--- src/rtl/core/f12cc_pkg.sv ---
// ============================================================================
// f12cc_pkg
// Shared types and constants for the FAT12 cluster chain step block.
// ============================================================================
`default_nettype none

package f12cc_pkg;

    // Operation codes carried in the op field of an input transaction.
    localparam logic OP_WRITE  = 1'b0;
    localparam logic OP_FOLLOW = 1'b1;

    // Configuration register indexes.
    localparam int  CFG_IDX_W = 2;
    localparam logic [CFG_IDX_W-1:0] CFG_DATA_START = 2'd0;
    localparam logic [CFG_IDX_W-1:0] CFG_SPC        = 2'd1;

    // Reset values of the configuration registers.
    localparam logic [31:0] DATA_START_RESET = 32'd33;
    localparam logic [7:0]  SPC_RESET        = 8'd1;

    // Allocation table constants.
    localparam logic [11:0]        ENTRY_MASK         = 12'hFFF;
    localparam logic [11:0]        END_MARK           = 12'hFF8;
    localparam logic signed [12:0] FIRST_DATA_CLUSTER = 13'sd2;
    localparam int                 ODD_SHIFT          = 4;

    // One input transaction.
    typedef struct packed {
        logic        op;
        logic [12:0] table_address;
        logic [7:0]  table_byte;
        logic [11:0] cluster;
    } in_item_t;

    // One result transaction.
    typedef struct packed {
        logic [31:0] lba;
        logic [11:0] next_cluster;
        logic        chain_end;
    } result_t;

    // A classified transaction as it travels from the front to the back.
    // The table is split into an even-byte bank and an odd-byte bank.
    typedef struct packed {
        logic               follow;
        logic [11:0]        even_addr;
        logic [11:0]        odd_addr;
        logic               even_ok;
        logic               odd_ok;
        logic               cl_odd;
        logic               low_is_odd;
        logic signed [12:0] offset;
        logic [7:0]         wdata;
    } work_t;

    typedef struct packed {
        logic full;
        logic empty;
    } queue_status_t;

    typedef struct packed {
        logic occupied;
        logic push;
    } front_status_t;

endpackage

`default_nettype wire

--- src/rtl/core/f12cc_front.sv ---
// ============================================================================
// f12cc_front
// Accepts transactions and classifies them into bank accesses for the back.
// ============================================================================
`default_nettype none

module f12cc_front #(
    parameter int TABLE_BYTES = 6144
) (
    input  wire logic                      clk,
    input  wire logic                      rst_n,
    input  wire logic                      start,
    input  wire f12cc_pkg::in_item_t       item,
    input  wire logic                      queue_full,
    output logic                           busy,
    output f12cc_pkg::work_t               work,
    output f12cc_pkg::front_status_t       status
);

    localparam logic [13:0] TB_LIM = 14'(TABLE_BYTES);

    f12cc_pkg::in_item_t item_reg;
    logic                valid_reg;
    logic                valid_next;
    logic                take;
    logic                push;

    logic [12:0] idx;
    logic [12:0] idx_hi;
    logic [11:0] base;
    logic [11:0] base_p1;
    logic        lo_in;
    logic        hi_in;
    logic        wr_in;

    assign busy = valid_reg && queue_full;
    assign take = start && !busy;
    assign push = valid_reg && !queue_full;
    assign valid_next = take || (valid_reg && !push);

    assign status.occupied = valid_reg;
    assign status.push     = push;

    always_ff @(posedge clk or negedge rst_n)
    begin
        if (!rst_n)
        begin
            valid_reg <= 1'b0;
        end
        else
        begin
            valid_reg <= valid_next;
        end
    end

    always_ff @(posedge clk)
    begin
        if (take)
        begin
            item_reg <= item;
        end
    end

    // The entry sits at byte cluster + cluster/2 and spans two bytes,
    // which always fall in different banks.
    assign idx     = {1'b0, item_reg.cluster} + {2'b00, item_reg.cluster[11:1]};
    assign idx_hi  = idx + 13'd1;
    assign base    = idx[12:1];
    assign base_p1 = base + 12'd1;
    assign lo_in   = {1'b0, idx} < TB_LIM;
    assign hi_in   = {1'b0, idx_hi} < TB_LIM;
    assign wr_in   = {1'b0, item_reg.table_address} < TB_LIM;

    always_comb
    begin
        work.follow     = (item_reg.op == f12cc_pkg::OP_FOLLOW);
        work.cl_odd     = item_reg.cluster[0];
        work.low_is_odd = idx[0];
        work.offset     = $signed({1'b0, item_reg.cluster}) - f12cc_pkg::FIRST_DATA_CLUSTER;
        work.wdata      = item_reg.table_byte;
        if (item_reg.op == f12cc_pkg::OP_FOLLOW)
        begin
            work.odd_addr = base;
            if (idx[0])
            begin
                work.even_addr = base_p1;
                work.odd_ok    = lo_in;
                work.even_ok   = hi_in;
            end
            else
            begin
                work.even_addr = base;
                work.even_ok   = lo_in;
                work.odd_ok    = hi_in;
            end
        end
        else
        begin
            work.even_addr = item_reg.table_address[12:1];
            work.odd_addr  = item_reg.table_address[12:1];
            work.even_ok   = wr_in && !item_reg.table_address[0];
            work.odd_ok    = wr_in && item_reg.table_address[0];
        end
    end

endmodule

`default_nettype wire

--- config.mk ---
export PLATFORM = sky130hd
export DESIGN_NAME = f12cc_front
export DESIGN_NICKNAME = d
export VERILOG_FILES = /design/src/rtl/core/f12cc_pkg.sv /design/src/rtl/core/f12cc_front.sv
export SDC_FILE = /design/constraint.sdc
export NUM_CORES = 1
export LEC_CHECK = 0
export BUFFER_PORTS_ARGS = -buffer_cell sky130_fd_sc_hd__buf_4
export CORE_MARGIN = 5
export CORE_UTILIZATION = 56
export DETAILED_ROUTE_END_ITERATION = 8
export GPL_ROUTABILITY_DRIVEN = 0
export PLACE_DENSITY = 0.88
export SYNTH_ARGS = -nofsm -noshare
export SYNTH_HDL_FRONTEND = slang
export SYNTH_SLANG_ARGS = --single-unit
--- constraint.sdc ---
create_clock -name clk -period 5 [get_ports clk]
set_input_delay 0.25 -clock clk [delete_from_list [all_inputs] [get_ports clk]]
set_output_delay 0.25 -clock clk [all_outputs]
set_load 0.01 [all_outputs]
==> flow_summary_export.csv <==
group,metric,value,unit
floorplan,io_pins,91,
logic_synthesis,synth_cells,284,
final_layout,largest_reg_flops,24,
routing,drt_pre_antenna_iters,4,
pwr,p_sw,0.000296,W
logic_synthesis,synth_top_area_share,0.363,
floorplan,std_cell_rows,25,
critical_path,cp.arrival,3900,ps
floorplan,initial_utilization,0.587,
global_route,grt_max_degree,28,
min_path,min-delay-start,"item[8]",
clocking,max-clock-path-buffers,2,
routing,wire_per_inst,15.9,um
sta,rsz0062_at_grt,"no",
floorplan,core_area,4790,sq um
critical_path,reg2reg_depth,3,
place,dp.cells,420,
place,hpwl,5360,um
floorplan,die_x,80.8,um
sta,fmax,241,MHz
logic_synthesis,ys_warn_count,0,
flow_run,maxCapViolations,0,
sta,tightest_slew,891,ps
clocking,cts-resized-gates,0,
clocking,clock_latency,290,ps
critical_path,r2r-start,"valid_reg",
final_layout,final_cell_count_no_fill,429,
global_route,gr-total-overflow,0,
critical_path,worstReg2RegEnd,"item_reg[6]",
sta,setup_violations,0,
routing,via_per_inst,5.62,
pwr,switching_share,0.333,
sta,relSlewSlack,0.406,
floorplan,die_y,80.8,um
routing,wirelength,6810,um
routing,vias,2410,
sta,fin_ws,851,ps
critical_path,cp_max_fo,9,
clocking,cts-buffers-inserted,5,
sta,post-route-period-util,0.830,
global_route,grt_usage,0.218,
global_route,grt_antenna_before_repair,0,
logic_synthesis,syn_nets,352,
pwr,ir_drop,0.202,mV
critical_path,r2r_slack,3090,ps
logic_synthesis,syn-cell-area,2810,sq um
clocking,clkTransAtPathRegs,80,ps
sta,fin_skew,5.81,ps
pwr,p_int,0.000593,W
final_layout,antenna_cells,0,
logic_synthesis,ys_async_sr_fraction,0.0286,
run_status,outcome,"finished, final reports clean",
clocking,cts_root_buf,"clkbuf_8",
critical_path,startpoint_type,"register",
logic_synthesis,post_synth_num_cell_types,58,
final_layout,nNetsFinal,429,
logic_synthesis,synth_edf_count,34,
pwr,p_comb_frac,0.361,
min_path,hold_path_class,"input port to register",
routing,drc_errors,0,
pwr,p_seq_frac,0.400,
logic_synthesis,synthTopCellsByArea,"edfxtp_1 36%, ha_1 13%, xnor2_1 4.7%",
global_route,grt_pass1_vias,2398,
sta,finalSetupTns,0,ps
min_path,worstHoldPathCells,1,
pwr,p_leak,1.56,nW
critical_path,cp.required,4750,ps
sta,min_period,4150,ps
critical_path,endpoint_kind,"output port",
clocking,cts.sinks,35,
pwr,powerDensity,251,nW/um^2
routing,initialDrtViolationCount,244,
final_layout,fin_util,0.739,
place,dpl_worst_slack,1210,ps
logic_synthesis,synth-main-ff-cell,"edfxtp_1",
final_layout,syn_to_final_growth,26.0,%
final_layout,drive_gt1_frac,0.320,
sta,hold_viol,0,
logic_synthesis,ys_seq_area_frac,0.372,
logic_synthesis,yosysTopAreaCell,"edfxtp_1",
place,io_buffers,90,
critical_path,path_class,"register to output port",
clocking,cts_tree,"built",
sta,slew_viol_final,0,
global_route,grt_first_pass_wirelength,11200,um
logic_synthesis,synth_seq_cells,35,
floorplan,die_area,6530,sq um
min_path,whs_endpoint,"item_reg[8]",
clocking,cts_htree_levels,2,
pwr,p_clk_frac,0.239,
routing,postRouteAntennaNets,0,
logic_synthesis,avgSynthCellArea,9.89,sq um
[layout make-up]
class,instances,area (sq um)
fill,357,1250
clock buffer,5,68.8
timing repair buffer,92,693
clock inverter,3,23.8
sequential,35,1050
multi-input combinational,209,1560
tap,67,83.8
inverter,18,67.6
[routing by layer]
metal / track usage / up-vias / wire [um]
li1: - / 1166 / -
met1: 0.250 / 1123 / 2650
met2: 0.399 / 106 / 3580
met3: 0.0599 / 15 / 509
met4: 0.0541 / 0 / 76
met5: 0 / - / 0
[Yosys cell counts (3+ instances only)]
| cell | number |
|---|---|
| edfxtp_1 | 34 |
| ha_1 | 29 |
| nand2_1 | 26 |
| inv_1 | 18 |
| a21oi_1 | 17 |
| nor2_1 | 17 |
| xnor2_1 | 15 |
| buf_4 | 13 |
| a21o_1 | 8 |
| mux2_2 | 8 |
| o21ai_0 | 8 |
| and2_1 | 6 |
| clkbuf_1 | 5 |
| nand3_1 | 5 |
| nand4_1 | 5 |
| a211oi_1 | 4 |
| nor2b_1 | 4 |
| or2_2 | 4 |
| or4_1 | 4 |
| xor2_1 | 4 |
| a31oi_1 | 3 |
| and3_1 | 3 |
| buf_2 | 3 |
[metrics by stage]
step	area [sq um]	hold WS (ps)	total power [W]
2_1_floorplan	2810	-45.6	0.000557
3_3_place_gp	3440	26.2	0.000669
3_5_place_dp	3440	26.6	0.000678
4_1_cts	3540	121	0.000893
5_1_grt	3540	109	0.000944
6_report	3540	127	0.000889
[power by group through the flow]
| stage | Combinational (W) | Clock, W | Sequential (W) |
|---|---|---|---|
| 2_1_floorplan | 0.000201 | 0 | 0.000356 |
| 3_3_place_gp | 0.000309 | 0 | 0.000361 |
| 3_5_place_dp | 0.000316 | 0 | 0.000362 |
| 4_1_cts | 0.000320 | 0.000218 | 0.000355 |
| 5_1_grt | 0.000351 | 0.000235 | 0.000358 |
| 6_report | 0.000321 | 0.000213 | 0.000355 |
[worst max-delay path by stage]
stage	slack, ps	startpoint	endpoint	depth (start not counted)
after floorplan	1540	item_reg[1]	work[23]	11
after global placement	1320	item_reg[1]	work[23]	11
after detailed placement	1210	item_reg[1]	work[24]	11
after CTS	890	item_reg[1]	work[24]	11
after global routing	630	item_reg[1]	work[24]	11
final	850	item_reg[1]	work[24]	11
[layout by cell type (no fill, tap or decap), types with 5 or more instances in the layout]
cell type	netlist	final
inv_1	18	18
edfxtp_1	34	34
buf_4	13	91
clkbuf_8	0	5
a21o_1	8	8
nand2_1	26	26
mux2_2	8	8
ha_1	29	29
nand4_1	5	5
and2_1	6	6
nor2_1	17	17
o21ai_0	8	8
xnor2_1	15	15
a21oi_1	17	17
nand3_1	5	5
[critical path, cell delays in order, from the launching register on]
cell and delay, ps:
edfxtp_1 410, ha_1 190, inv_1 50, fa_1 400, and2b_1 270, o2111ai_4 180, a311oi_1 330, o21ai_1 160
or4_1 690, or4_1 530, a32o_1 270, buf_4 140
[cells by family after synthesis]
kind of cell / Yosys count / synth area share
compound gates: 64 / 0.164
xor+xnor: 19 / 0.0592
fa+ha+maj: 30 / 0.136
buf+inv: 40 / 0.0748
flops: 35 / 0.372
mux: 9 / 0.0356
simple gates: 87 / 0.158
[repair_timing]
item / 4_1_cts / 5_1_grt
hold endpoints to repair: 1 / 0
hold buffers: 1 / 0
setup endpoints to repair: 0 / 0
buffers inserted: 0 / 0
Power figures use the tool's default switching activity.
