`config.mk`:
```
export PLATFORM = sky130hd
export DESIGN_NAME = f12cc_queue
export DESIGN_NICKNAME = d
export VERILOG_FILES = /design/src/rtl/core/f12cc_pkg.sv /design/src/rtl/core/f12cc_queue.sv
export SDC_FILE = /design/constraint.sdc
export NUM_CORES = 1
export LEC_CHECK = 0
export ABC_AREA = 1
export BUFFER_PORTS_ARGS = -buffer_cell sky130_fd_sc_hd__clkbuf_2
export CAP_MARGIN = 40
export CORE_MARGIN = 2
export CORE_UTILIZATION = 40
export DETAILED_ROUTE_END_ITERATION = 10
export PLACE_DENSITY = 0.73
export SLEW_MARGIN = 10
export SYNTH_ARGS = -nofsm -noshare
export SYNTH_HDL_FRONTEND = slang
export SYNTH_SLANG_ARGS = --single-unit
export TNS_END_PERCENT = 5
```
`constraint.sdc`:
```
create_clock -name clk -period 2.9 [get_ports clk]
set_clock_uncertainty 0.1 [all_clocks]
set_input_delay 0.145 -clock clk [delete_from_list [all_inputs] [get_ports clk]]
set_output_delay 0.145 -clock clk [all_outputs]
set_load 0.03 [all_outputs]
```
`src/rtl/core/f12cc_pkg.sv`:
```
// ============================================================================
// f12cc_pkg
// Shared types and constants for the FAT12 cluster chain step block.
// ============================================================================
`default_nettype none

package f12cc_pkg;

    // Operation codes carried in the op field of an input transaction.
    localparam logic OP_WRITE  = 1'b0;
    localparam logic OP_FOLLOW = 1'b1;

    // Configuration register indexes.
    localparam int  CFG_IDX_W = 2;
    localparam logic [CFG_IDX_W-1:0] CFG_DATA_START = 2'd0;
    localparam logic [CFG_IDX_W-1:0] CFG_SPC        = 2'd1;

    // Reset values of the configuration registers.
    localparam logic [31:0] DATA_START_RESET = 32'd33;
    localparam logic [7:0]  SPC_RESET        = 8'd1;

    // Allocation table constants.
    localparam logic [11:0]        ENTRY_MASK         = 12'hFFF;
    localparam logic [11:0]        END_MARK           = 12'hFF8;
    localparam logic signed [12:0] FIRST_DATA_CLUSTER = 13'sd2;
    localparam int                 ODD_SHIFT          = 4;

    // One input transaction.
    typedef struct packed {
        logic        op;
        logic [12:0] table_address;
        logic [7:0]  table_byte;
        logic [11:0] cluster;
    } in_item_t;

    // One result transaction.
    typedef struct packed {
        logic [31:0] lba;
        logic [11:0] next_cluster;
        logic        chain_end;
    } result_t;

    // A classified transaction as it travels from the front to the back.
    // The table is split into an even-byte bank and an odd-byte bank.
    typedef struct packed {
        logic               follow;
        logic [11:0]        even_addr;
        logic [11:0]        odd_addr;
        logic               even_ok;
        logic               odd_ok;
        logic               cl_odd;
        logic               low_is_odd;
        logic signed [12:0] offset;
        logic [7:0]         wdata;
    } work_t;

    typedef struct packed {
        logic full;
        logic empty;
    } queue_status_t;

    typedef struct packed {
        logic occupied;
        logic push;
    } front_status_t;

endpackage

`default_nettype wire

```
`src/rtl/core/f12cc_queue.sv`:
```
// ============================================================================
// f12cc_queue
// Two-entry queue of classified transactions between the front and the back.
// ============================================================================
`default_nettype none

module f12cc_queue (
    input  wire logic                  clk,
    input  wire logic                  rst_n,
    input  wire logic                  push,
    input  wire f12cc_pkg::work_t      push_work,
    input  wire logic                  pop,
    output f12cc_pkg::work_t           head,
    output f12cc_pkg::queue_status_t   status
);

    f12cc_pkg::work_t entry_reg [2];
    logic       wr_ptr_reg;
    logic       wr_ptr_next;
    logic       rd_ptr_reg;
    logic       rd_ptr_next;
    logic [1:0] count_reg;
    logic [1:0] count_next;
    logic       do_push;
    logic       do_pop;

    assign status.full  = (count_reg == 2'd2);
    assign status.empty = (count_reg == 2'd0);
    assign do_push = push && !status.full;
    assign do_pop  = pop && !status.empty;
    assign head    = entry_reg[rd_ptr_reg];

    always_comb
    begin
        wr_ptr_next = do_push ? !wr_ptr_reg : wr_ptr_reg;
        rd_ptr_next = do_pop ? !rd_ptr_reg : rd_ptr_reg;
        count_next  = count_reg + {1'b0, do_push} - {1'b0, do_pop};
    end

    always_ff @(posedge clk or negedge rst_n)
    begin
        if (!rst_n)
        begin
            wr_ptr_reg <= 1'b0;
            rd_ptr_reg <= 1'b0;
            count_reg  <= 2'd0;
        end
        else
        begin
            wr_ptr_reg <= wr_ptr_next;
            rd_ptr_reg <= rd_ptr_next;
            count_reg  <= count_next;
        end
    end

    always_ff @(posedge clk)
    begin
        if (do_push)
        begin
            entry_reg[wr_ptr_reg] <= push_work;
        end
    end

endmodule

`default_nettype wire

```
==> results of run 1 <==
[worst max path at each step]
stage,from,endpoint,cells after the start
after floorplan,count_reg[1],entry_reg[1][0],3
final,rd_ptr_reg,head[27],4
after global placement,count_reg[1],entry_reg[1][47],4
after CTS,rd_ptr_reg,head[35],4
after detailed placement,count_reg[0],entry_reg[1][45],5
after global routing,rd_ptr_reg,head[44],4
[synth_stat cells (all sizes together)]
cell type	n
dfrtp	4
ha	2
nor2	1
nand2	163
inv	11
nand3	3
buf	11
edfxtp	100
[stage by stage]
step / setup WS [ns] / std cells
2_1_floorplan: 0.518 / 295
3_3_place_gp: 1.04 / 527
3_5_place_dp: 0.981 / 527
4_1_cts: 0.715 / 596
5_1_grt: 0.578 / 596
6_report: 0.777 / 596
[metal layers]
metal	wire length (µm)	track usage [%]	up-vias
li1	-	-	1302
met1	3130	16.5	1255
met2	4130	27.3	73
met3	350	3.39	5
met4	55	5.16	0
met5	0	0	-
[power groups by stage]
stage	Sequential, mW	Combinational (mW)	Clock, mW
2_1_floorplan	2.15	1.62	0
4_1_cts	2.20	2.15	0.798
3_5_place_dp	2.24	2.09	0
6_report	2.20	2.12	0.764
5_1_grt	2.24	2.33	0.845
3_3_place_gp	2.23	2.06	0
[critical path, delay by kind of cell, from the launching register on]
family	cells	cell delay, ns
AND/OR/NAND/NOR	2	0.16
buffers and inverters	2	0.56
flip-flops	1	0.80
[layout make-up]
cell class              instances  share of cell area (%)
repair buffers                163                    20.9
inverters                      11                   0.884
clock inverters                 5                   0.645
well taps                     133                    3.18
clock buffers                  11                    2.51
flip-flops and latches        104                    59.3
multi-input cells             169                    12.7
[cells by family after synthesis]
group                      synth area share [%]
adders and majority gates                 0.639
and+or+nand+nor                            16.1
buffers and inverters                      3.96
DFF                                        79.3
==> results.toml, run 1 <==
[outcome]
status = "completed"

[synth]
syn_avg_cell_area_um2 = 13.3
ys_seq_area_share_pct = 79.3
yosysTopAreaCell = "edfxtp_1"
postSynthNetCount = 351
synth_top_area_share_pct = 76.7
syn_area_um2 = 3910
synth_area_leaders = "edfxtp_1 (77%), nand2_1 (16%), dfrtp_1 (2.6%)"
synthCells = 295
ys_types = 11
yosysWarnings = 0
ys_ff_latch = 104

[detailed_routing]
drt-total-wl_mm = 7.66
drtIter0Drc = 59
vias = 2635
routedWlPerCell_um = 12.9
vias_per_cell = 4.42
drtPass1Iterations = 4
ant_nets = 0
drcViolationCount = 0

[final_layout]
largest_reg_flops = 100
nNetsFinal = 514
utilization_pct = 54.3
fin_area_um2 = 5240
final_cell_mix = "nand2_1 (163), clkbuf_2 (105), edfxtp_1 (100)"
area_growth_pct = 33.9
final_common_cell = "nand2_1"
multi_input_area_um2 = 663
fillers = 848
antenna_cells = 0
drive_gt1_share_pct = 27.4
ff_latch_area_um2 = 3100

[floorplanning]
die_w_um = 103
start_util_pct = 40.6
num_rows = 36
die_area_um2 = 10600
boundaryPins = 106
die_y_um = 103
core_um2 = 9640

[critical_path]
path_cells = "buf_4 > nand2_1 > nand2_1 > clkbuf_2"
required_ns = 2.65
critical_path_class = "reg -> out"
crit_path_top_delay_cell = "dfrtp_2"
reg2reg_depth = 5
worstPathMaxFanout = 33
startpoint_type = "flip-flop"
path_common_cell = "nand2_1"
cp.arrival_ns = 1.88
r2r_slack_ns = 0.98
end_kind = "primary output"
r2r_start = "count_reg[0]"
regToRegEndpoint = "entry_reg[1][41]"
slowest_delay_ns = 0.80

[timing]
worstMarginPinSlew_ns = 0.653
slew_viol_final = 0
fin_crit_ns = 2.12
hold_viol = 0
hold_ws_ns = 0.0333
slew_headroom_pct = 56.5
rsz0062_at_grt = "false"
finalCritPeriodShare_pct = 73.2
final-setup-viol-count = 0
setup_tns_ns = 0
fmax_ghz = 0.471

[power]
switchingPower_mw = 2.18
p_per_area_nw_per_um2 = 970
internal_power_mw = 2.90
irDropWorstVdd_mv = 0.465
switching_share_pct = 42.8
leakage_nw = 2.31
p_total_mw = 5.08
pwr-share-clk_pct = 15.0
p_comb_share_pct = 41.7
seqPwrFrac_pct = 43.3

[clocking]
cts.sinks = 104
cts-resized-gates = 0
htreeDepth = 3
clk_latency_ns = 0.35
root_buffer = "clkbuf_8"
cts_setup_buffers = 0
cts_max_path_buffers = 2
numCtsBuffers = 9
cts_tree = "done"
clk_pin_slew_ns = 0.09
hold_buffers = 53

[placed_design]
dp.final_hpwl_mm = 4.69
placed_area_um2 = 4540
io_buffers = 105
gp_congestion = 0.675

[global_routing]
antenna_found_initial = 0
grt_util_all_layers_pct = 14.7
grt_pass1_vias = 2497
grt_start_max_net_pins = 52
grt_pass1_wl_mm = 11.6
overflow = 0

[hold_path]
min_path_type = "in -> async"

[run]
max_cap_violations = 0
No activity file was read; power rests on OpenSTA's default activity.
==> inputs of run 2 (changes only) <==
--- a/config.mk
+++ b/config.mk
@@ -11,7 +11,7 @@
 export CORE_MARGIN = 2
 export CORE_UTILIZATION = 40
 export DETAILED_ROUTE_END_ITERATION = 10
-export PLACE_DENSITY = 0.73
+export PLACE_DENSITY = 0.71
 export SLEW_MARGIN = 10
 export SYNTH_ARGS = -nofsm -noshare
 export SYNTH_HDL_FRONTEND = slang
==> constraint.sdc (replaced) <==
create_clock -name clk -period 1.98 [get_ports clk]
set_clock_uncertainty 0.1 [all_clocks]
set_input_delay 0.099 -clock clk [delete_from_list [all_inputs] [get_ports clk]]
set_output_delay 0.099 -clock clk [all_outputs]
set_load 0.03 [all_outputs]
==> results.toml, run 2 (same netlist as run 1, synthesis figures left out) <==
[detailed_routing]
drtPass1Iterations = 4
drtIter0Drc = 113
drcViolationCount = 0
routedWlPerCell_um = 13.1
ant_nets = 0
vias_per_cell = 4.41
drt-total-wl_mm = 7.82
vias = 2630

[critical_path]
required_ns = 1.78
path_cells = "buf_4 > nand2_1 > nand2_1 > clkbuf_2"
startpoint = "rd_ptr_reg"
cp.arrival_ns = 1.61
slowest_delay_ns = 0.59
path_common_cell = "nand2_1"
path_buf_inv = 2
worstPathMaxFanout = 16
r2r_slack_ns = 0.40
endpoint = "head[10]"
critical_path_class = "reg -> out"
cp_top_family = "flip-flops"
reg2reg_depth = 9
regToRegEndpoint = "count_reg[1]"
r2r_start = "count_reg[1]"
crit_path_top_delay_cell = "dfrtp_4"
cp.depth = 4
startpoint_type = "flip-flop"
end_kind = "primary output"

[outcome]
status = "completed"

[timing]
fmax_ghz = 0.554
hold_viol = 0
rsz0062_at_grt = "false"
layout_setup_ws_ns = 0.175
finalCritPeriodShare_pct = 91.1
slew_headroom_pct = 79.4
setup_tns_ns = 0
worstMarginPinSlew_ns = 0.309
fin_crit_ns = 1.80
slew_viol_final = 0
final-setup-viol-count = 0

[power]
irDropWorstVdd_mv = 0.766
leakage_nw = 2.34
p_per_area_nw_per_um2 = 1450
p_total_mw = 7.71

[global_routing]
grt_use_met3_pct = 3.59
busiest_layer = "met2"
grt_util_met2_pct = 27.8
grt_pass1_wl_mm = 12.1
met1_usage_pct = 17.0
grt_start_max_net_pins = 52
overflow = 0
antenna_found_initial = 0
grt_util_all_layers_pct = 15.2
grt_pass1_vias = 2709

[floorplanning]
die_w_um = 103
num_rows = 36
die_area_um2 = 10600
core_um2 = 9640
boundaryPins = 106
start_util_pct = 40.6
die_y_um = 103

[placed_design]
io_buffers = 105
dp.final_hpwl_mm = 4.53
placed_area_um2 = 4570
gp_congestion = 0.656
dp_slack_ns = 0.421

[clocking]
clk_latency_ns = 0.36
cts_tree = "done"
clk_pin_slew_ns = 0.10
cts_setup_buffers = 0
root_buffer = "clkbuf_8"
htreeDepth = 3
cts_max_path_buffers = 2
numCtsBuffers = 9
cts.sinks = 104

[final_layout]
nNetsFinal = 515
final_common_cell = "nand2_1"
antenna_cells = 0
fin_area_um2 = 5320
utilization_pct = 55.2
area_growth_pct = 35.9
drive_gt1_share_pct = 27.8
final_cell_mix = "nand2_1 (163), clkbuf_2 (105), edfxtp_1 (100)"
largest_reg_flops = 100

[run]
max_cap_violations = 0

[hold_path]
min_path_type = "in -> reg"
min_from = "push_work[31]"
[run 2: power by group]
part / internal [mW] / leakage, nW / switching, mW / total, mW
clock network: 0.592 / 0.0968 / 0.701 / 1.29
logic: 0.851 / 1.26 / 2.39 / 3.24
registers: 3.00 / 0.977 / 0.180 / 3.18
total: 4.44 / 2.34 / 3.27 / 7.71
[run 2: repair_timing]
item / in CTS / in global routing
resized for setup: 0 / 4
endpoints found under the setup margin: 0 / 48
hold buffers: 54 / 0
endpoints found under the hold margin: 106 / 0
[run 2: worst min-delay path by stage]
stage | endpoint | slack, ns | cells after the start
finish | entry_reg[0][31] | 0.36 | 2
global route | entry_reg[0][31] | 0.35 | 2
global placement | count_reg[0] | -0.18 | 1
CTS | entry_reg[1][23] | 0.34 | 2
detailed placement | count_reg[0] | -0.18 | 1
floorplan | count_reg[0] | -0.30 | 0
[run 2: stage by stage]
stage               hold slack [ns]  instances
finish                        0.356        597
CTS                           0.341        597
detailed placement           -0.183        527
floorplan                    -0.297        295
global placement             -0.184        527
global route                  0.350        597
[run 2: cell type report]
type                            count  area [µm²]
Tap cell                          133         166
Clock inverter                      6        68.8
Inverter                           11        53.8
Sequential cell                   104        3110
Clock buffer                       10         128
Timing Repair Buffer              164        1130
Multi-Input combinational cell    169         663
Fill cell                         812        4320
[run 2: routing by layer]
layer	up-vias	share of wire [%]
met5	-	0
met4	0	1.6
met3	12	4.4
met2	71	53
met1	1243	41
li1	1304	-
==> inputs of run 3 (changes only) <==
--- a/config.mk
+++ b/config.mk
@@ -9,9 +9,9 @@
 export BUFFER_PORTS_ARGS = -buffer_cell sky130_fd_sc_hd__clkbuf_2
 export CAP_MARGIN = 40
 export CORE_MARGIN = 2
-export CORE_UTILIZATION = 40
+export CORE_UTILIZATION = 52
 export DETAILED_ROUTE_END_ITERATION = 10
-export PLACE_DENSITY = 0.71
+export PLACE_DENSITY = 0.86
 export SLEW_MARGIN = 10
 export SYNTH_ARGS = -nofsm -noshare
 export SYNTH_HDL_FRONTEND = slang
==> results.toml, run 3 (same netlist as run 1, synthesis figures left out) <==
[detailed_routing]
drtIter0Drc = 148
ant_nets = 0
drtPass1Iterations = 6
drcViolationCount = 0
vias = 2668
drt-total-wl_mm = 7.79
routedWlPerCell_um = 13.8
vias_per_cell = 4.73

[power]
p_total_mw = 7.52
leakage_nw = 2.32
irDropWorstVdd_mv = 0.718
p_per_area_nw_per_um2 = 1440

[final_layout]
final_common_cell = "nand2_1"
final_cell_mix = "nand2_1 (163), clkbuf_2 (105), edfxtp_1 (100)"
area_growth_pct = 33.6
multi_input_area_um2 = 663
drive_gt1_share_pct = 28.0
nNetsFinal = 516
fin_area_um2 = 5230
fillers = 488
ff_latch_area_um2 = 3100
largest_reg_flops = 100
antenna_cells = 0

[global_routing]
grt_util_met2_pct = 36.0
grt_pass1_wl_mm = 12.5
overflow = 0
grt_pass1_vias = 2713
met1_usage_pct = 21.4
busiest_layer = "met2"
antenna_found_initial = 0
grt_start_max_net_pins = 52
grt_util_all_layers_pct = 19.7
grt_use_met3_pct = 5.68

[placed_design]
placed_area_um2 = 4510
dp.final_hpwl_mm = 4.46
gp_congestion = 0.780
io_buffers = 105

[floorplanning]
die_area_um2 = 8240
start_util_pct = 54.0
die_y_um = 90.8
num_rows = 31
boundaryPins = 106
core_um2 = 7250
die_w_um = 90.8

[clocking]
clk_pin_slew_ns = 0.10
cts.sinks = 104
cts_tree = "done"
cts_max_path_buffers = 2
numCtsBuffers = 9
root_buffer = "clkbuf_8"
htreeDepth = 3
clk_latency_ns = 0.34

[critical_path]
path_cells = "inv_6 > nand2_1 > nand2_1 > clkbuf_2"
r2r_start = "count_reg[1]"
critical_path_class = "reg -> out"
required_ns = 1.78
end_kind = "primary output"
path_buf_inv = 2
crit_path_top_delay_cell = "dfrtp_2"
worstPathMaxFanout = 51
cp.arrival_ns = 1.54
path_common_cell = "nand2_1"
cp_top_family = "buffers and inverters"
startpoint_type = "flip-flop"
slowest_delay_ns = 0.45
startpoint = "rd_ptr_reg"

[timing]
worstMarginPinSlew_ns = 0.376
slew_headroom_pct = 74.9
fin_crit_ns = 1.74
rsz0062_at_grt = "false"
hold_viol = 0
fmax_ghz = 0.576
setup_tns_ns = 0
slew_viol_final = 0
finalCritPeriodShare_pct = 87.8
final-setup-viol-count = 0
hold_ws_ns = 0.370

[hold_path]
min_from = "push_work[34]"
min_path_type = "in -> reg"

[outcome]
status = "completed"

[run]
max_cap_violations = 0
## run 3: layout make-up
class / count / share of cell area (%)
Tap cell: 99 / 2.37
Multi-Input combinational cell: 169 / 12.7
Inverter: 11 / 0.886
Timing Repair Buffer: 165 / 21.3
Clock buffer: 9 / 2.37
Clock inverter: 7 / 1.05
Sequential cell: 104 / 59.4
## run 3: metal layers
metal,up-vias,wire length [µm],part of all wire (%)
met4,0,186,2.4
met1,1245,3020,39
met3,16,431,5.5
met5,-,0,0
met2,99,4140,53
li1,1308,-,-
## run 3: per-stage QoR
| step | utilization, % | setup slack (ns) | cells |
|---|---|---|---|
| 2_1_floorplan | - | -0.0740 | 295 |
| 3_3_place_gp | 62.2 | 0.517 | 494 |
| 3_5_place_dp | 62.2 | 0.477 | 494 |
| 4_1_cts | 72.1 | 0.217 | 564 |
| 5_1_grt | 72.1 | 0.128 | 564 |
| 6_report | 72.1 | 0.243 | 564 |
## run 3: final timing paths
check / to / slack (ns) / cells after the start
setup / recovery: head[33] / 0.24 / 4
hold / removal: entry_reg[1][34] / 0.37 / 2
setup reg to reg: count_reg[1] / 0.44 / 9
hold reg to reg: wr_ptr_reg / 0.40 / 2
max in group asynchronous: rd_ptr_reg / 1.03 / 3
min in group asynchronous: rd_ptr_reg / 0.56 / 3
## run 3: worst register-to-register path, delay by kind of cell (launching register included)
family	cells	cell delay [ns]
fa+ha+maj	2	0.45
buf+inv	3	0.17
flops	1	0.41
simple gates	4	0.32
## run 3: report_power, final
| group | internal [mW] | total (mW) | leakage [nW] | switching, mW |
|---|---|---|---|---|
| sequential | 3.00 | 3.13 | 0.977 | 0.133 |
| clock | 0.468 | 1.16 | 0.0878 | 0.695 |
| combinational | 0.814 | 3.23 | 1.26 | 2.42 |
## run 3: repair_timing
item	in CTS	in global routing
resized for setup	0	0
buffers inserted	0	0
hold endpoints to repair	106	0
hold buffers	54	0
